## config.mk

```make
export PLATFORM = sky130hd
export DESIGN_NAME = serial_commanded_hysteresis_thermostat_top
export DESIGN_NICKNAME = d
export VERILOG_FILES = /design/src/hdl/scht_pkg.sv /design/src/hdl/serial_commanded_hysteresis_thermostat_top.sv /design/src/hdl/scht_front.sv /design/src/hdl/scht_queue.sv /design/src/hdl/scht_back.sv
export VERILOG_INCLUDE_DIRS = /design/src /design/src/hdl
export SDC_FILE = /design/constraint.sdc
export NUM_CORES = 1
export LEC_CHECK = 0
export ABC_CLOCK_PERIOD_IN_PS = 5960
export BUFFER_PORTS_ARGS = -buffer_cell sky130_fd_sc_hd__buf_2
export CELL_PAD_IN_SITES_DETAIL_PLACEMENT = 1
export CELL_PAD_IN_SITES_GLOBAL_PLACEMENT = 2
export CORE_ASPECT_RATIO = 0.5
export CORE_MARGIN = 5
export CORE_UTILIZATION = 37
export CTS_CLUSTER_SIZE = 10
export DETAILED_ROUTE_END_ITERATION = 10
export GPL_TIMING_DRIVEN = 0
export PLACE_DENSITY_LB_ADDON = 0.1
export SLEW_MARGIN = 15
export SYNTH_ARGS = -nofsm -noshare
export SYNTH_HDL_FRONTEND = slang
export SYNTH_SLANG_ARGS = --single-unit
```

## constraint.sdc

```tcl
create_clock -name clk -period 5.96 [get_ports clk]
set_clock_uncertainty 0.1 [all_clocks]
set_input_delay 0.596 -clock clk [delete_from_list [all_inputs] [get_ports clk]]
set_output_delay 0.596 -clock clk [all_outputs]
set_load 0.05 [all_outputs]
```

## src/hdl/serial_commanded_hysteresis_thermostat_top_defines.svh

```systemverilog
// assertion macros used by the thermostat back end
`ifndef SERIAL_COMMANDED_HYSTERESIS_THERMOSTAT_TOP_DEFINES_SVH
`define SERIAL_COMMANDED_HYSTERESIS_THERMOSTAT_TOP_DEFINES_SVH

// same-cycle implication, checked on clk, quiet in reset
`define SCHT_ASSERT_IMPL(lbl, ante, cons) \
	lbl: assert property (@(posedge clk) disable iff (!arst_n) (ante) |-> (cons)) \
		else $error("scht check failed");

// next-cycle implication, checked on clk, quiet in reset
`define SCHT_ASSERT_NEXT(lbl, ante, cons) \
	lbl: assert property (@(posedge clk) disable iff (!arst_n) (ante) |=> (cons)) \
		else $error("scht check failed");

`endif

```

## src/hdl/scht_pkg.sv

```systemverilog
// types and constants shared by the thermostat modules
`timescale 1ns / 1ps

package scht_pkg;

	typedef enum logic [2:0] {
		CMD_NONE = 3'd0,
		CMD_P    = 3'd1,
		CMD_H    = 3'd2,
		CMD_S    = 3'd3,
		CMD_R    = 3'd4,
		CMD_T    = 3'd5
	} cmd_t;

	typedef enum logic [1:0] {
		KIND_LETTER = 2'd0,
		KIND_DOT    = 2'd1,
		KIND_CHAR   = 2'd2,
		KIND_TICK   = 2'd3
	} kind_t;

	typedef struct packed {
		kind_t      kind;
		cmd_t       cmd;
		logic       is_one;
		logic [7:0] rx_byte;
		logic [9:0] setpoint_sample;
		logic       run_button;
		logic       up_button;
		logic       down_button;
	} item_t;

	localparam logic [7:0] CHAR_DOT  = 8'h2E;
	localparam logic [7:0] CHAR_ZERO = 8'h30;
	localparam logic [7:0] CHAR_ONE  = 8'h31;
	localparam logic [7:0] CHAR_P    = 8'h50;
	localparam logic [7:0] CHAR_H    = 8'h48;
	localparam logic [7:0] CHAR_S    = 8'h53;
	localparam logic [7:0] CHAR_R    = 8'h52;
	localparam logic [7:0] CHAR_T    = 8'h54;

	localparam logic [15:0] BAND_RESET = 16'd20;
	localparam logic [15:0] BAND_MAX   = 16'd202;
	localparam logic [16:0] BAND_CAP   = 17'd204;
	localparam logic [15:0] BAND_MIN   = 16'd2;
	localparam logic [15:0] BAND_STEP  = 16'd2;

	localparam int IN_W  = 24;
	localparam int OUT_W = 24;

endpackage

```

## src/hdl/serial_commanded_hysteresis_thermostat_top.sv

```systemverilog
// top level of the serial-commanded hysteresis thermostat
`timescale 1ns / 1ps

// one request per input transfer: s_axis_tuser low carries a serial byte in
// s_axis_tdata[7:0], high carries a control tick (setpoint sample and three
// button strobes). every request yields exactly one result on m_axis.
// bytes build commands (P, H, S, R or T, digits or a flag character, then '.')
// that load the band, the measured temperature, the run flag or the heater, but P loads nothing;
// ticks run the hysteresis loop and the band buttons.
// a request taken is registered in a two-entry queue; the back end pops it
// from the queue head and registers its result in the result register.
// throughput is one request per cycle while the result register is empty or
// being read, as each pop updates the back end state and result register.
// a valid result holds while m_axis_tready is low; the back end then stops
// and the queue fills; s_axis_tready drops only once both entries are taken.
// arst_n clears the queue and result valid, selects no command, clears the
// digit buffer, temperature and drives, and sets the band to 20.
module serial_commanded_hysteresis_thermostat_top #(
	parameter int DIGITS = 4
) (
	input  logic                        clk,
	input  logic                        arst_n,
	input  logic                        s_axis_tvalid,
	output logic                        s_axis_tready,
	// rx_byte, setpoint_sample, run_button, up_button, down_button, zero pad
	input  logic [scht_pkg::IN_W-1:0]   s_axis_tdata,
	// req_type
	input  logic                        s_axis_tuser,
	output logic                        m_axis_tvalid,
	input  logic                        m_axis_tready,
	// heater_on, fan_on, running, band_now, heater_report, run_report,
	// band_report, zero pad
	output logic [scht_pkg::OUT_W-1:0]  m_axis_tdata
);

	logic            q_full;
	logic            push;
	logic            pop;
	logic            head_valid;
	scht_pkg::item_t push_item;
	scht_pkg::item_t head_item;

	scht_front u_front (
		.s_axis_tvalid (s_axis_tvalid),
		.s_axis_tready (s_axis_tready),
		.s_axis_tdata  (s_axis_tdata),
		.s_axis_tuser  (s_axis_tuser),
		.q_full        (q_full),
		.push          (push),
		.item          (push_item)
	);

	scht_queue u_queue (
		.clk        (clk),
		.arst_n     (arst_n),
		.push       (push),
		.push_item  (push_item),
		.full       (q_full),
		.pop        (pop),
		.head_valid (head_valid),
		.head_item  (head_item)
	);

	scht_back #(
		.DIGITS (DIGITS)
	) u_back (
		.clk           (clk),
		.arst_n        (arst_n),
		.head_valid    (head_valid),
		.head_item     (head_item),
		.pop           (pop),
		.m_axis_tvalid (m_axis_tvalid),
		.m_axis_tready (m_axis_tready),
		.m_axis_tdata  (m_axis_tdata)
	);

endmodule

```

## src/hdl/scht_front.sv

```systemverilog
// front end: unpacks and classifies each incoming request
`timescale 1ns / 1ps

module scht_front (
	input  logic                           s_axis_tvalid,
	output logic                           s_axis_tready,
	input  logic [scht_pkg::IN_W-1:0]      s_axis_tdata,
	input  logic                           s_axis_tuser,
	input  logic                           q_full,
	output logic                           push,
	output scht_pkg::item_t                item
);

	logic [7:0] c;

	assign c             = s_axis_tdata[7:0];
	assign s_axis_tready = !q_full;
	assign push          = s_axis_tvalid && !q_full;

	always_comb begin
		item                 = '0;
		item.rx_byte         = c;
		item.setpoint_sample = s_axis_tdata[17:8];
		item.run_button      = s_axis_tdata[18];
		item.up_button       = s_axis_tdata[19];
		item.down_button     = s_axis_tdata[20];
		item.is_one          = (c == scht_pkg::CHAR_ONE);
		item.cmd             = scht_pkg::CMD_NONE;
		if (s_axis_tuser) begin
			item.kind = scht_pkg::KIND_TICK;
		end else begin
			case (c)
				scht_pkg::CHAR_P: item.cmd = scht_pkg::CMD_P;
				scht_pkg::CHAR_H: item.cmd = scht_pkg::CMD_H;
				scht_pkg::CHAR_S: item.cmd = scht_pkg::CMD_S;
				scht_pkg::CHAR_R: item.cmd = scht_pkg::CMD_R;
				scht_pkg::CHAR_T: item.cmd = scht_pkg::CMD_T;
				default:          item.cmd = scht_pkg::CMD_NONE;
			endcase
			if (item.cmd != scht_pkg::CMD_NONE) begin
				item.kind = scht_pkg::KIND_LETTER;
			end else if (c == scht_pkg::CHAR_DOT) begin
				item.kind = scht_pkg::KIND_DOT;
			end else begin
				item.kind = scht_pkg::KIND_CHAR;
			end
		end
	end

endmodule

```

## src/hdl/scht_queue.sv

```systemverilog
// two-entry queue between front and back ends
`timescale 1ns / 1ps

module scht_queue (
	input  logic            clk,
	input  logic            arst_n,
	input  logic            push,
	input  scht_pkg::item_t push_item,
	output logic            full,
	input  logic            pop,
	output logic            head_valid,
	output scht_pkg::item_t head_item
);

	scht_pkg::item_t entry_q [2];
	logic            wr_ptr_q;
	logic            rd_ptr_q;
	logic [1:0]      count_q;

	assign full       = (count_q == 2'd2);
	assign head_valid = (count_q != 2'd0);
	assign head_item  = entry_q[rd_ptr_q];

	always_ff @(posedge clk) begin
		if (push) begin
			entry_q[wr_ptr_q] <= push_item;
		end
	end

	always_ff @(posedge clk or negedge arst_n) begin
		if (!arst_n) begin
			wr_ptr_q <= 1'b0;
			rd_ptr_q <= 1'b0;
			count_q  <= 2'd0;
		end else begin
			if (push) begin
				wr_ptr_q <= !wr_ptr_q;
			end
			if (pop) begin
				rd_ptr_q <= !rd_ptr_q;
			end
			case ({push, pop})
				2'b10:   count_q <= count_q + 2'd1;
				2'b01:   count_q <= count_q - 2'd1;
				default: count_q <= count_q;
			endcase
		end
	end

endmodule

```

## src/hdl/scht_back.sv

```systemverilog
// back end: command parser, control loop and result register
`timescale 1ns / 1ps
`include "serial_commanded_hysteresis_thermostat_top_defines.svh"

module scht_back #(
	parameter int DIGITS = 4
) (
	input  logic                        clk,
	input  logic                        arst_n,
	input  logic                        head_valid,
	input  scht_pkg::item_t             head_item,
	output logic                        pop,
	output logic                        m_axis_tvalid,
	input  logic                        m_axis_tready,
	output logic [scht_pkg::OUT_W-1:0]  m_axis_tdata
);

	localparam int CW = $clog2(DIGITS + 1);
	localparam int IW = (DIGITS > 1) ? $clog2(DIGITS) : 1;

	scht_pkg::cmd_t cmd_q, cmd_d;
	logic [CW-1:0]  dcount_q, dcount_d;
	logic [7:0]     dbuf_q [DIGITS];
	logic [7:0]     dbuf_d [DIGITS];
	logic           flag_q, flag_d;
	logic [15:0]    temp_q, temp_d;
	logic [15:0]    band_q, band_d;
	logic           run_q, run_d;
	logic           heater_q, heater_d;
	logic           fan_q, fan_d;
	logic           heater_rep, run_rep, band_rep;
	logic           m_tvalid_q;
	logic [scht_pkg::OUT_W-1:0] out_q;

	logic [15:0]        decoded;
	logic signed [17:0] sp_s, t_s, hi_s, lo_s;
	logic [16:0]        up_sum;
	logic [15:0]        band_up;

	assign pop           = head_valid && (!m_tvalid_q || m_axis_tready);
	assign m_axis_tvalid = m_tvalid_q;
	assign m_axis_tdata  = out_q;

	// weighted sum of all buffer entries, wrapping at 16 bits
	always_comb begin
		logic [15:0] acc;
		logic [15:0] d;
		acc = 16'd0;
		for (int i = 0; i < DIGITS; i++) begin
			d   = {8'd0, dbuf_q[i]} - {8'd0, scht_pkg::CHAR_ZERO};
			acc = (acc << 3) + (acc << 1) + d;
		end
		decoded = acc;
	end

	assign sp_s = $signed({8'd0, head_item.setpoint_sample});
	assign t_s  = $signed({2'd0, temp_q});
	assign hi_s = t_s + $signed({2'd0, band_q});
	assign lo_s = t_s - $signed({2'd0, band_q});

	always_comb begin
		cmd_d      = cmd_q;
		dcount_d   = dcount_q;
		dbuf_d     = dbuf_q;
		flag_d     = flag_q;
		temp_d     = temp_q;
		band_d     = band_q;
		run_d      = run_q;
		heater_d   = heater_q;
		fan_d      = fan_q;
		heater_rep = 1'b0;
		run_rep    = 1'b0;
		band_rep   = 1'b0;
		up_sum     = {1'b0, band_q} + {1'b0, scht_pkg::BAND_STEP};
		band_up    = band_q;
		case (head_item.kind)
			scht_pkg::KIND_LETTER: begin
				cmd_d    = head_item.cmd;
				dcount_d = '0;
			end
			scht_pkg::KIND_DOT: begin
				case (cmd_q)
					scht_pkg::CMD_H: band_d   = decoded;
					scht_pkg::CMD_T: temp_d   = decoded;
					scht_pkg::CMD_S: run_d    = flag_q;
					scht_pkg::CMD_R: heater_d = flag_q;
					default:         ;
				endcase
				dcount_d = '0;
			end
			scht_pkg::KIND_CHAR: begin
				case (cmd_q)
					scht_pkg::CMD_P, scht_pkg::CMD_H, scht_pkg::CMD_T: begin
						if (dcount_q < CW'(DIGITS)) begin
							dbuf_d[dcount_q[IW-1:0]] = head_item.rx_byte;
							dcount_d                 = dcount_q + CW'(1);
						end
					end
					scht_pkg::CMD_S, scht_pkg::CMD_R: flag_d = head_item.is_one;
					default:                          ;
				endcase
			end
			scht_pkg::KIND_TICK: begin
				if (run_q) begin
					if (sp_s > hi_s) begin
						heater_d   = 1'b1;
						heater_rep = 1'b1;
					end else if (sp_s < lo_s) begin
						heater_d   = 1'b0;
						heater_rep = 1'b1;
					end
					if (sp_s <= lo_s) begin
						fan_d = 1'b1;
					end else if (sp_s == t_s) begin
						fan_d = 1'b0;
					end
					if (head_item.run_button) begin
						run_d      = 1'b0;
						heater_d   = 1'b0;
						fan_d      = 1'b0;
						run_rep    = 1'b1;
						heater_rep = 1'b1;
					end
				end else if (head_item.run_button) begin
					run_d   = 1'b1;
					run_rep = 1'b1;
				end
				if (head_item.up_button) begin
					band_up  = (up_sum >= scht_pkg::BAND_CAP) ? scht_pkg::BAND_MAX
						: up_sum[15:0];
					band_rep = 1'b1;
				end
				band_d = band_up;
				if (head_item.down_button) begin
					band_d   = (band_up <= scht_pkg::BAND_MIN) ? scht_pkg::BAND_MIN
						: band_up - scht_pkg::BAND_STEP;
					band_rep = 1'b1;
				end
			end
			default: ;
		endcase
	end

	always_ff @(posedge clk or negedge arst_n) begin
		if (!arst_n) begin
			cmd_q      <= scht_pkg::CMD_NONE;
			dcount_q   <= '0;
			for (int i = 0; i < DIGITS; i++) begin
				dbuf_q[i] <= 8'd0;
			end
			flag_q     <= 1'b0;
			temp_q     <= 16'd0;
			band_q     <= scht_pkg::BAND_RESET;
			run_q      <= 1'b0;
			heater_q   <= 1'b0;
			fan_q      <= 1'b0;
			m_tvalid_q <= 1'b0;
		end else begin
			if (pop) begin
				cmd_q    <= cmd_d;
				dcount_q <= dcount_d;
				dbuf_q   <= dbuf_d;
				flag_q   <= flag_d;
				temp_q   <= temp_d;
				band_q   <= band_d;
				run_q    <= run_d;
				heater_q <= heater_d;
				fan_q    <= fan_d;
			end
			if (pop) begin
				m_tvalid_q <= 1'b1;
			end else if (m_axis_tready) begin
				m_tvalid_q <= 1'b0;
			end
		end
	end

	// result register: heater, fan, run, band, three report flags, padding
	always_ff @(posedge clk) begin
		if (pop) begin
			out_q <= {2'b00, band_rep, run_rep, heater_rep, band_d, run_d, fan_d, heater_d};
		end
	end

	// after an up press the band lies in 2..203, so an odd band can pass the top of 202
	`SCHT_ASSERT_NEXT(a_band_after_up,
		pop && head_item.kind == scht_pkg::KIND_TICK && head_item.up_button,
		band_q >= scht_pkg::BAND_MIN && {1'b0, band_q} < scht_pkg::BAND_CAP)
	`SCHT_ASSERT_NEXT(a_stop_drives_off,
		pop && head_item.kind == scht_pkg::KIND_TICK && run_q && head_item.run_button,
		!run_q && !heater_q && !fan_q && out_q[20] && out_q[19])
	`SCHT_ASSERT_NEXT(a_byte_no_reports,
		pop && head_item.kind != scht_pkg::KIND_TICK,
		m_tvalid_q && out_q[21:19] == 3'b000)
	`SCHT_ASSERT_IMPL(a_result_matches_state,
		m_tvalid_q && !$past(pop) == 1'b0,
		out_q[0] == heater_q && out_q[1] == fan_q && out_q[2] == run_q && out_q[18:3] == band_q)

endmodule

```

==> metrics.cfg, run 1 <==
[place]
hpwl_mm = 28.39
place_congestion = 0.8756
port-buffer-count = 49

[sta]
holdWs_ns = 0.05194
hold_viol = 0
drv_slew = 0
rsz0062_at_grt = true
setup_violations = 0
relSlewSlack_pct = 32.26
post-route-period-util_pct = 99.22
fmax_mhz = 169.1
final.min_clock_period_ns = 5.914
tns_ns = 0
worst_pin_slew_ns = 0.9879

[floorplan]
io_pins = 55
die_w_um = 264.0
die_h_um = 137.0
initial_core_util_pct = 37.56
row_count = 46
core_area_um2 = 31770
die_area_um2 = 36160

[clocking]
path_clk_slew_ns = 0.07
clock_latency_ns = 0.46
htreeDepth = 4
cts_tree = yes
cts_root_buffer = clkbuf_16
cts_buffers = 17
clk_path_buf_depth = 2
clock_sinks = 155

[grt]
grt.total_usage_pct = 20.52
grt_antenna_before_repair = 0
grt_pass1_vias = 10300
grt_pass1_wl_mm = 57.90
grt_overflow_total = 0
grt_max_degree = 42

[worst_setup_path]
startpoint = u_back.dbuf_q[27]
worstSetupStartpointType = flip-flop
path_max_fanout = 4
path_buf_inv = 1
crit_cells = 23
cp_top_family = adder cells
cpPeakStageDelay_ns = 0.52
r2r_end = u_back.m_axis_tdata[18]
crit_path_cell_trace = buf_6 > fa_2 > a21o_1 > a21oi_2 > o21bai_1 > a21oi_2 > xnor2_1 > ha_2 > nand2_2 > o21ai_2 > nor2_2 > xnor2_2 > fa_1 > ha_4 > a21o_1 > a31o_4 > xor2_4 > fa_1 > ha_4 > nand2_1 > o21ai_2 > xnor2_2 > a221o_1
slowest_stage = fa_1
reg2reg_from = u_back.dbuf_q[27]
rrSetupSlack_ns = 0.05
cp-endpoint = u_back.m_axis_tdata[18]
end_kind = flip-flop
critical_path_required_ns = 6.06
crit_arrival_ns = 6.01
crit_type = flip-flop to flip-flop
ff2ff_path_depth = 23

[routing]
routed_wl_mm = 37.06
viasPerCell = 5.470
dr_total_vias = 9841
drt_first_iter_violations = 488
routedWlPerCell_um = 20.60
drc = 0
drtPass1Iterations = 5
drt.antenna.violating_nets = 0

[job]
cap_violations = 0

[synthesis]
synth_cell_types = 81
synth_edf_count = 76
seq_area_frac_synth_pct = 35.71
yosys_warnings = 0
synth_flop_cell = dfrtp_1
synthesis.area_um2 = 11930
synth_cells = 1242
postSynth.asyncResetShare_pct = 50.97
syn_area_per_cell_um2 = 9.609
ys_seq_elements = 155

[layout]
antenna_cells = 0
fin_nets = 1524
layout-drive-gt1-share_pct = 20.56
syn2layout_area_growth_pct = 20.17
mostFrequentLayoutCell = nand2_1
mostFrequentLayoutCells = 117 x nand2_1, 89 x ha_1, 84 x o21ai_0

[run_status]
outcome = finished clean

[hold_path]
min_path_type = input pin to async pin

[worst min-delay path by stage]
stage | to | slack (ns)
floorplan | u_back.band_q[0] | 0.20
global placement | u_back.dbuf_q[11] | 0.37
detailed placement | u_back.dbuf_q[11] | 0.38
CTS | u_back.dbuf_q[29] | 0.06
global route | u_back.dbuf_q[31] | 0.08
finish | u_back.dbuf_q[28] | 0.05
[Yosys cell counts (11+ instances only)]
cell	instances	area share (%)
nand2b_1	12	0.63
a21oi_1	58	2.4
a21o_1	20	1.3
xnor2_1	59	4.3
clkbuf_1	36	1.1
fa_1	29	4.9
nor2b_1	15	0.79
o21ai_0	95	4.0
inv_1	77	2.4
and3_1	12	0.63
nand2_1	119	3.7
o21a_1	11	0.69
mux2_2	32	3.0
edfxtp_1	76	19
nand3_1	27	1.1
mux2i_1	20	1.7
nor2_1	81	2.5
ha_1	112	12
o21bai_1	12	0.75
nor3_1	36	1.5
a31oi_1	14	0.73
xor2_1	30	2.2
dfrtp_1	77	16
[final cells by class]
class	instances	area, um2
plain buffers	54	234.0
repair buffers	92	638.1
clock inverters	14	166.4
inverters	77	289.0
flip-flops and latches	155	4265
fillers	3603	17430
well taps	432	540.5
clock buffers	18	429.2
multi-input cells	957	7779
[cells by family after synthesis]
family | after synthesis | synth area share [%]
compound gates | 320 | 18.13
xor+xnor | 89 | 6.532
fa+ha+maj | 141 | 16.61
buf+inv | 131 | 4.372
flops | 155 | 35.71
mux | 52 | 4.697
other cells | 1 | 0.03142
simple gates | 353 | 13.92
[registers in the layout, summed over array words and instances (netlist names)]
signal	count
u_back.run_q	1
u_queue.entry_q	54
u_back.flag_q	1
u_queue.wr_ptr_q	1
u_back.dbuf_q	32
u_back.temp_q	16
u_back.m_axis_tdata	22
u_back.dcount_q	3
u_back.band_q	16
u_back.fan_q	1
u_queue.count_q	2
u_back.m_axis_tvalid	1
u_queue.rd_ptr_q	1
u_back.heater_q	1
u_back.cmd_q	3
[repair_timing]
| action | CTS | global route |
|---|---|---|
| pin swaps | 27 | 61 |
| setup buffers | 22 | 18 |
| hold endpoints to repair | 0 | 0 |
| hold buffers | 0 | 0 |
| resized for setup | 52 | 54 |
| setup endpoints to repair | 15 | 17 |
[stage by stage]
| step | setup slack [ns] | utilization, % | std cells | area [um2] |
|---|---|---|---|---|
| 2_1_floorplan | 0.07936 | - | 1243 | 11950 |
| 3_3_place_gp | -0.5001 | 40.07 | 1724 | 12730 |
| 3_5_place_dp | -0.6171 | 40.41 | 1728 | 12840 |
| 4_1_cts | 0.009607 | 43.81 | 1782 | 13920 |
| 5_1_grt | -0.1802 | 45.14 | 1799 | 14340 |
| 6_report | 0.04645 | 45.14 | 1799 | 14340 |
[metal layers]
layer | vias to the layer above | routed length (um) | global-route usage [%]
li1 | 4722 | - | -
met1 | 4947 | 18090 | 28.18
met2 | 149 | 17450 | 34.66
met3 | 23 | 1154 | 3.593
met4 | 0 | 366 | 3.905
met5 | - | 0 | 0
Power of run 1 is not shown: default switching activity piles up to over one toggle a cycle in this logic, so the estimate is an artifact.
==> inputs of run 2 (changes only) <==
--- a/config.mk
+++ b/config.mk
@@ -6,13 +6,14 @@
 export SDC_FILE = /design/constraint.sdc
 export NUM_CORES = 1
 export LEC_CHECK = 0
+export ABC_AREA = 1
 export ABC_CLOCK_PERIOD_IN_PS = 5960
 export BUFFER_PORTS_ARGS = -buffer_cell sky130_fd_sc_hd__buf_2
 export CELL_PAD_IN_SITES_DETAIL_PLACEMENT = 1
 export CELL_PAD_IN_SITES_GLOBAL_PLACEMENT = 2
 export CORE_ASPECT_RATIO = 0.5
 export CORE_MARGIN = 5
-export CORE_UTILIZATION = 37
+export CORE_UTILIZATION = 34
 export CTS_CLUSTER_SIZE = 10
 export DETAILED_ROUTE_END_ITERATION = 10
 export GPL_TIMING_DRIVEN = 0
==> run 2 against run 1 <==
- the run now ends with setup timing left
- via count increased by 15%
- critical endpoint is now u_back.band_q[15]
- core utilization decreased by 2.6 points
- sequential share of layout area decreased by 2.1 points
- critical path type unchanged
- final cell count increased by 24%
- fmax decreased by 2.7%
- largest cell class unchanged
- setup slack got worse by 0.16 ns
- sequential cell count unchanged
- die area increased by 14%
==> metrics.cfg, run 2 <==
[synthesis]
synth_area_leaders = edfxtp_1 18%, dfrtp_1 15%, nand2_1 12%
yosys.area.top_type = edfxtp_1
yosysMostFrequentCell = nand2_1
synth_edf_count = 76  ; unchanged
synth_cells = 1606  ; +29%
synth_cell_types = 55  ; -32%
synthesis.area_um2 = 12570  ; +5.4%
synth_flop_cell = dfrtp_1
ys_seq_elements = 155  ; unchanged
seq_area_frac_synth_pct = 33.89  ; -1.8 points
syn_area_per_cell_um2 = 7.829  ; -19%
yosys_warnings = 0  ; unchanged
synth_top_area_share_pct = 18.15  ; -0.97 points
postSynth.asyncResetShare_pct = 50.97  ; unchanged
synth_common_cells = 414 x nand2_1, 212 x inv_1, 136 x nor2_1

[place]
port-buffer-count = 49  ; unchanged
hpwl_mm = 32.46  ; +14%
place_congestion = 0.8574  ; -2.1%

[worst_setup_path]
critical_path_required_ns = 6.19  ; +0.13 ns
cpMostUsedCell = nand2_1
end_kind = flip-flop
cpPeakStageDelay_ns = 0.49  ; -0.03 ns
crit_arrival_ns = 6.31  ; +0.30 ns
crit_type = flip-flop to flip-flop
path_max_fanout = 4  ; unchanged
worstSetupStartpointType = flip-flop
rrSetupSlack_ns = -0.12  ; -0.16 ns
path_buf_inv = 8  ; +7
cp_top_family = adder cells
slowest_stage = fa_1

[job]
cap_violations = 0  ; unchanged

[routing]
drt.antenna.violating_nets = 0  ; unchanged
dr_total_vias = 11300  ; +15%
routed_wl_mm = 40.89  ; +10%
drt_first_iter_violations = 558  ; +14%
drtPass1Iterations = 4  ; -1
drc = 0  ; unchanged
routedWlPerCell_um = 18.31  ; -11%
viasPerCell = 5.058  ; -7.5%

[layout]
largest_reg_flops = 54  ; unchanged
fin_nets = 1906  ; +25%
syn2layout_area_growth_pct = 22.45
n_fill_cell = 4362  ; +21%
mostFrequentLayoutCell = nand2_1
regMostFlops = u_queue.entry_q
antenna_cells = 0  ; unchanged
layout-drive-gt1-share_pct = 19.33  ; -1.2 points
mostFrequentLayoutCells = 392 x nand2_1, 205 x inv_1, 126 x nor2_1

[grt]
grt_antenna_before_repair = 0  ; unchanged
grt_overflow_total = 0  ; unchanged
grt_pass1_vias = 12030  ; +17%
grt.total_usage_pct = 19.87  ; -0.65 points
grt_max_degree = 55  ; +31%
grt_pass1_wl_mm = 64.65  ; +12%

[clocking]
clock_latency_ns = 0.45  ; about the same
path_clk_slew_ns = 0.08  ; about the same
htreeDepth = 4  ; unchanged
clock_sinks = 155  ; unchanged
cts_root_buffer = clkbuf_16
clk_path_buf_depth = 2  ; unchanged
cts_buffers = 17  ; unchanged
cts_tree = yes

[run_status]
violations = setup timing
outcome = finished with violations

[floorplan]
die_area_um2 = 41160  ; +14%
initial_core_util_pct = 34.70  ; -2.9 points
io_pins = 55  ; unchanged
row_count = 49  ; +6.5%
die_h_um = 146.0  ; +6.6%
die_w_um = 282.0  ; +6.8%
core_area_um2 = 36230  ; +14%

[sta]
rsz0062_at_grt = true
post-route-period-util_pct = 101.9  ; +2.7 points
holdWs_ns = 0.2361  ; +0.1842 ns
setup_violations = 4  ; +4
worst_pin_slew_ns = 1.060  ; +0.07180 ns
drv_slew = 0  ; unchanged
final.min_clock_period_ns = 6.075  ; +0.1616 ns
relSlewSlack_pct = 28.81  ; -3.4 points
fmax_mhz = 164.6  ; -2.7%
setup_slack_ns = -0.1151  ; -0.1616 ns
hold_viol = 0  ; unchanged

[hold_path]
min_path_type = input pin to flip-flop

run 2: cell count changes after synthesis, moves of 20 or more:
cell | before | now
a21oi_1 | 58 | 94
clkbuf_1 | 36 | 16
inv_1 | 77 | 212
nand2_1 | 119 | 414
nand3_1 | 27 | 83
nand4_1 | 8 | 34
nor2_1 | 81 | 136
o21ai_0 | 95 | 69
xnor2_1 | 59 | 24
xor2_1 | 30 | 52
run 2: timing repair:
| item | in CTS | in global routing |
|---|---|---|
| buffers inserted | 29 | 30 |
| pin swaps | 56 | 90 |
| endpoints found under the hold margin | 25 | 0 |
| hold buffers | 1 | 0 |
| setup endpoints to repair | 17 | 16 |
| gates resized for setup | 87 | 75 |
run 2: cell families after synthesis:
kind of cell	Yosys count	synth area share (%)
buffers and inverters	245	7.483
other	1	0.02983
adders and majority gates	141	15.76
xor gates and xnor gates	76	5.294
and+or+nand+nor	731	24.77
muxes	22	1.931
AOI/OAI and AO/OA	235	10.84
DFF	155	33.89
run 2: layout make-up:
class                           count  area (um2)  area share [%]
Sequential cell                   155        4262           27.68
Inverter                          217       815.8           5.299
Clock inverter                     15       171.4           1.113
Timing Repair Buffer              110       783.3           5.087
Clock buffer                       17       425.4           2.763
Multi-Input combinational cell   1207        8208           53.31
Buffer                             28       125.1          0.8127
Tap cell                          484       605.6           3.933
run 2: routing by layer:
layer,up-vias,global-route usage (%),share of wire (%)
li1,5558,-,-
met1,5595,27.38,48
met2,109,33.74,48
met3,33,2.581,1.9
met4,0,3.985,1.3
met5,-,0,0
run 2: path summary, 6_finish.rpt:
kind                                    from                    end  depth (start not counted)
setup / recovery           u_back.dbuf_q[28]      u_back.band_q[15]                         34
hold / removal              s_axis_tdata[13]  u_queue.entry_q[1][8]                          1
setup reg to reg           u_back.dbuf_q[28]      u_back.band_q[15]                         34
hold reg to reg             u_back.dbuf_q[2]       u_back.dbuf_q[2]                          2
max in group asynchronous             arst_n       u_back.band_q[2]                          3
min in group asynchronous             arst_n      u_back.dbuf_q[29]                          2
run 2: through the flow:
step | TNS, ns | worst slack (ns) | std cells | utilization [%] | cell area, um2
after floorplan | 0 | 0.1391 | 1607 | - | 12580
after global placement | -6.529 | -0.6883 | 2140 | 37.06 | 13430
after detailed placement | -7.455 | -0.7303 | 2144 | 37.38 | 13550
after CTS | -0.2886 | -0.1171 | 2205 | 40.94 | 14830
after global routing | -3.419 | -0.5386 | 2233 | 42.49 | 15400
final | -0.3743 | -0.1151 | 2233 | 42.49 | 15400
Power of run 2 is left out for the same reason.
==> inputs of run 3 (changes only) <==
--- a/config.mk
+++ b/config.mk
@@ -8,14 +8,14 @@
 export LEC_CHECK = 0
 export ABC_AREA = 1
 export ABC_CLOCK_PERIOD_IN_PS = 5960
-export BUFFER_PORTS_ARGS = -buffer_cell sky130_fd_sc_hd__buf_2
 export CELL_PAD_IN_SITES_DETAIL_PLACEMENT = 1
 export CELL_PAD_IN_SITES_GLOBAL_PLACEMENT = 2
 export CORE_ASPECT_RATIO = 0.5
 export CORE_MARGIN = 5
-export CORE_UTILIZATION = 34
+export CORE_UTILIZATION = 36
 export CTS_CLUSTER_SIZE = 10
 export DETAILED_ROUTE_END_ITERATION = 10
+export DONT_BUFFER_PORTS = 1
 export GPL_TIMING_DRIVEN = 0
 export PLACE_DENSITY_LB_ADDON = 0.1
 export SLEW_MARGIN = 15
==> run 3 against run 2 <==
- count of clock-buffer cells in the layout did not move
- die area down 5.3%
- cell area shrank 2.0%
- the run still ends with setup timing left
- first-iteration DRC count is 16% lower
- core utilization is 1.3 points higher
- global-route usage rose by 1.0 points
- via count shrank 2.0%
- critical path depth down 1
- wire length shrank 1.3%
- sequential cell count stayed put
==> metrics.cfg, run 3 (synthesized netlist as in run 2, its figures left out) <==
[layout]
layout-drive-gt1-share_pct = 17.33  ; -2.0 points
largest_reg_flops = 54  ; unchanged
mostFrequentLayoutCell = nand2_1
n_fill_cell = 4171  ; -4.4%
fin_nets = 1848  ; -3.0%
regMostFlops = u_queue.entry_q
fin_util_pct = 43.75  ; +1.3 points
syn2layout_area_growth_pct = 19.96
fin_cells = 2166  ; -3.0%
mostFrequentLayoutCells = 392 x nand2_1, 200 x inv_1, 126 x nor2_1
antenna_cells = 0  ; unchanged

[sta]
holdWs_ns = 0.1354  ; -0.1008 ns
drv_slew = 0  ; unchanged
final.min_clock_period_ns = 6.094  ; +0.01934 ns
worst_pin_slew_ns = 1.131  ; +0.07154 ns
fmax_mhz = 164.1  ; -0.32%
setup_violations = 4  ; unchanged
post-route-period-util_pct = 102.3  ; +0.32 points
tns_ns = -0.4025  ; -0.02823 ns
rsz0062_at_grt = true
hold_viol = 0  ; unchanged
relSlewSlack_pct = 24.00  ; -4.8 points
setup_slack_ns = -0.1345  ; -0.01934 ns

[worst_setup_path]
slowest_stage = fa_1
path_max_fanout = 5  ; +1
cpPeakStageDelay_ns = 0.55  ; +0.06 ns
critical_path_required_ns = 6.06  ; -0.13 ns
crit_arrival_ns = 6.19  ; -0.12 ns
crit_type = flip-flop to flip-flop
worstSetupStartpointType = flip-flop
end_kind = flip-flop

[floorplan]
die_w_um = 274.3  ; -2.7%
die_area_um2 = 38990  ; -5.3%
row_count = 48  ; -2.0%
io_pins = 55  ; unchanged
die_h_um = 142.1  ; -2.6%
initial_core_util_pct = 36.47  ; +1.8 points
core_area_um2 = 34470  ; -4.9%

[routing]
drt.antenna.violating_nets = 0  ; unchanged
drtPass1Iterations = 4  ; unchanged
dr_total_vias = 11070  ; -2.0%
drc = 0  ; unchanged
viasPerCell = 5.109  ; +1.0%
drt_first_iter_violations = 469  ; -16%
routed_wl_mm = 40.38  ; -1.3%
routedWlPerCell_um = 18.64  ; +1.8%

[place]
dp.cells = 2084  ; -2.8%
port-buffer-count = 0  ; -100%
place_congestion = 0.8804  ; +2.7%
hpwl_mm = 31.95  ; -1.6%

[clocking]
clk_path_buf_depth = 2  ; unchanged
clock_latency_ns = 0.45  ; about the same
path_clk_slew_ns = 0.07  ; about the same
htreeDepth = 4  ; unchanged
clock_sinks = 155  ; unchanged
cts_buffers = 17  ; unchanged
cts_tree = yes
cts_root_buffer = clkbuf_16

[hold_path]
min_path_type = input pin to flip-flop

[grt]
grt_pass1_wl_mm = 63.82  ; -1.3%
use_met2_pct = 36.31  ; +2.6 points
grt.busiest_layer = met2
grt_antenna_before_repair = 0  ; unchanged
grt_max_degree = 80  ; +45%
grt_pass1_vias = 11740  ; -2.4%
globalRouteMet1Util_pct = 27.81  ; +0.43 points
use_met3_pct = 2.863  ; +0.28 points
grt_overflow_total = 0  ; unchanged
grt.total_usage_pct = 20.89  ; +1.0 points

[run_status]
outcome = finished with violations
violations = setup timing

[job]
cap_violations = 0  ; unchanged

run 3: worst paths after layout:
check,from,endpoint,slack (ns),depth (start not counted)
max,u_back.dbuf_q[28],u_back.m_axis_tdata[18],-0.13,33
min,s_axis_tdata[7],u_queue.entry_q[0][20],0.14,0
max reg2reg,u_back.dbuf_q[28],u_back.m_axis_tdata[18],-0.13,33
min reg2reg,u_back.dbuf_q[2],u_back.dbuf_q[2],0.39,2
max in group asynchronous,arst_n,u_back.band_q[2],4.77,2
min in group asynchronous,arst_n,u_back.dbuf_q[30],0.57,2
run 3: worst max-delay path, delay by kind of cell, from the launching register on:
kind	cells	cell delay (ns)
XOR/XNOR	2	0.29
buffers and inverters	3	0.27
AND/OR/NAND/NOR	14	1.33
AO/OA/AOI/OAI	7	1.03
flip-flops	1	0.45
adder cells (fa/ha/maj)	7	2.36
run 3: per-layer routing:
layer / wire [um] / vias up
met5: 0 / -
met2: 19630 / 97
met4: 743 / 0
met3: 805 / 47
li1: - / 5425
met1: 19200 / 5497
run 3: final cells by class:
cell class / instances / area (um2) / share of cell area [%]
inverters: 217 / 823.3 / 5.458
clock buffers: 17 / 425.4 / 2.820
multi-input cells: 1207 / 8248 / 54.68
flip-flops and latches: 155 / 4263 / 28.26
well taps: 475 / 594.3 / 3.940
repair buffers: 52 / 436.7 / 2.895
clock inverters: 15 / 167.7 / 1.112
plain buffers: 28 / 125.1 / 0.8295
run 3: through the flow:
stage | cell area [um2] | setup WS [ns]
final | 15080 | -0.1345
after global routing | 15080 | -0.4749
after CTS | 14510 | -0.1231
after detailed placement | 13230 | -0.8114
after global placement | 13170 | -0.6739
after floorplan | 12580 | 0.1391
run 3: timing repair:
action / 4_1_cts / 5_1_grt
setup endpoints to repair: 17 / 17
hold buffers: 2 / 0
pin swaps: 57 / 68
endpoints found under the hold margin: 79 / 0
resized for setup: 86 / 84
buffers inserted: 21 / 27
Power of run 3 is left out for the same reason.
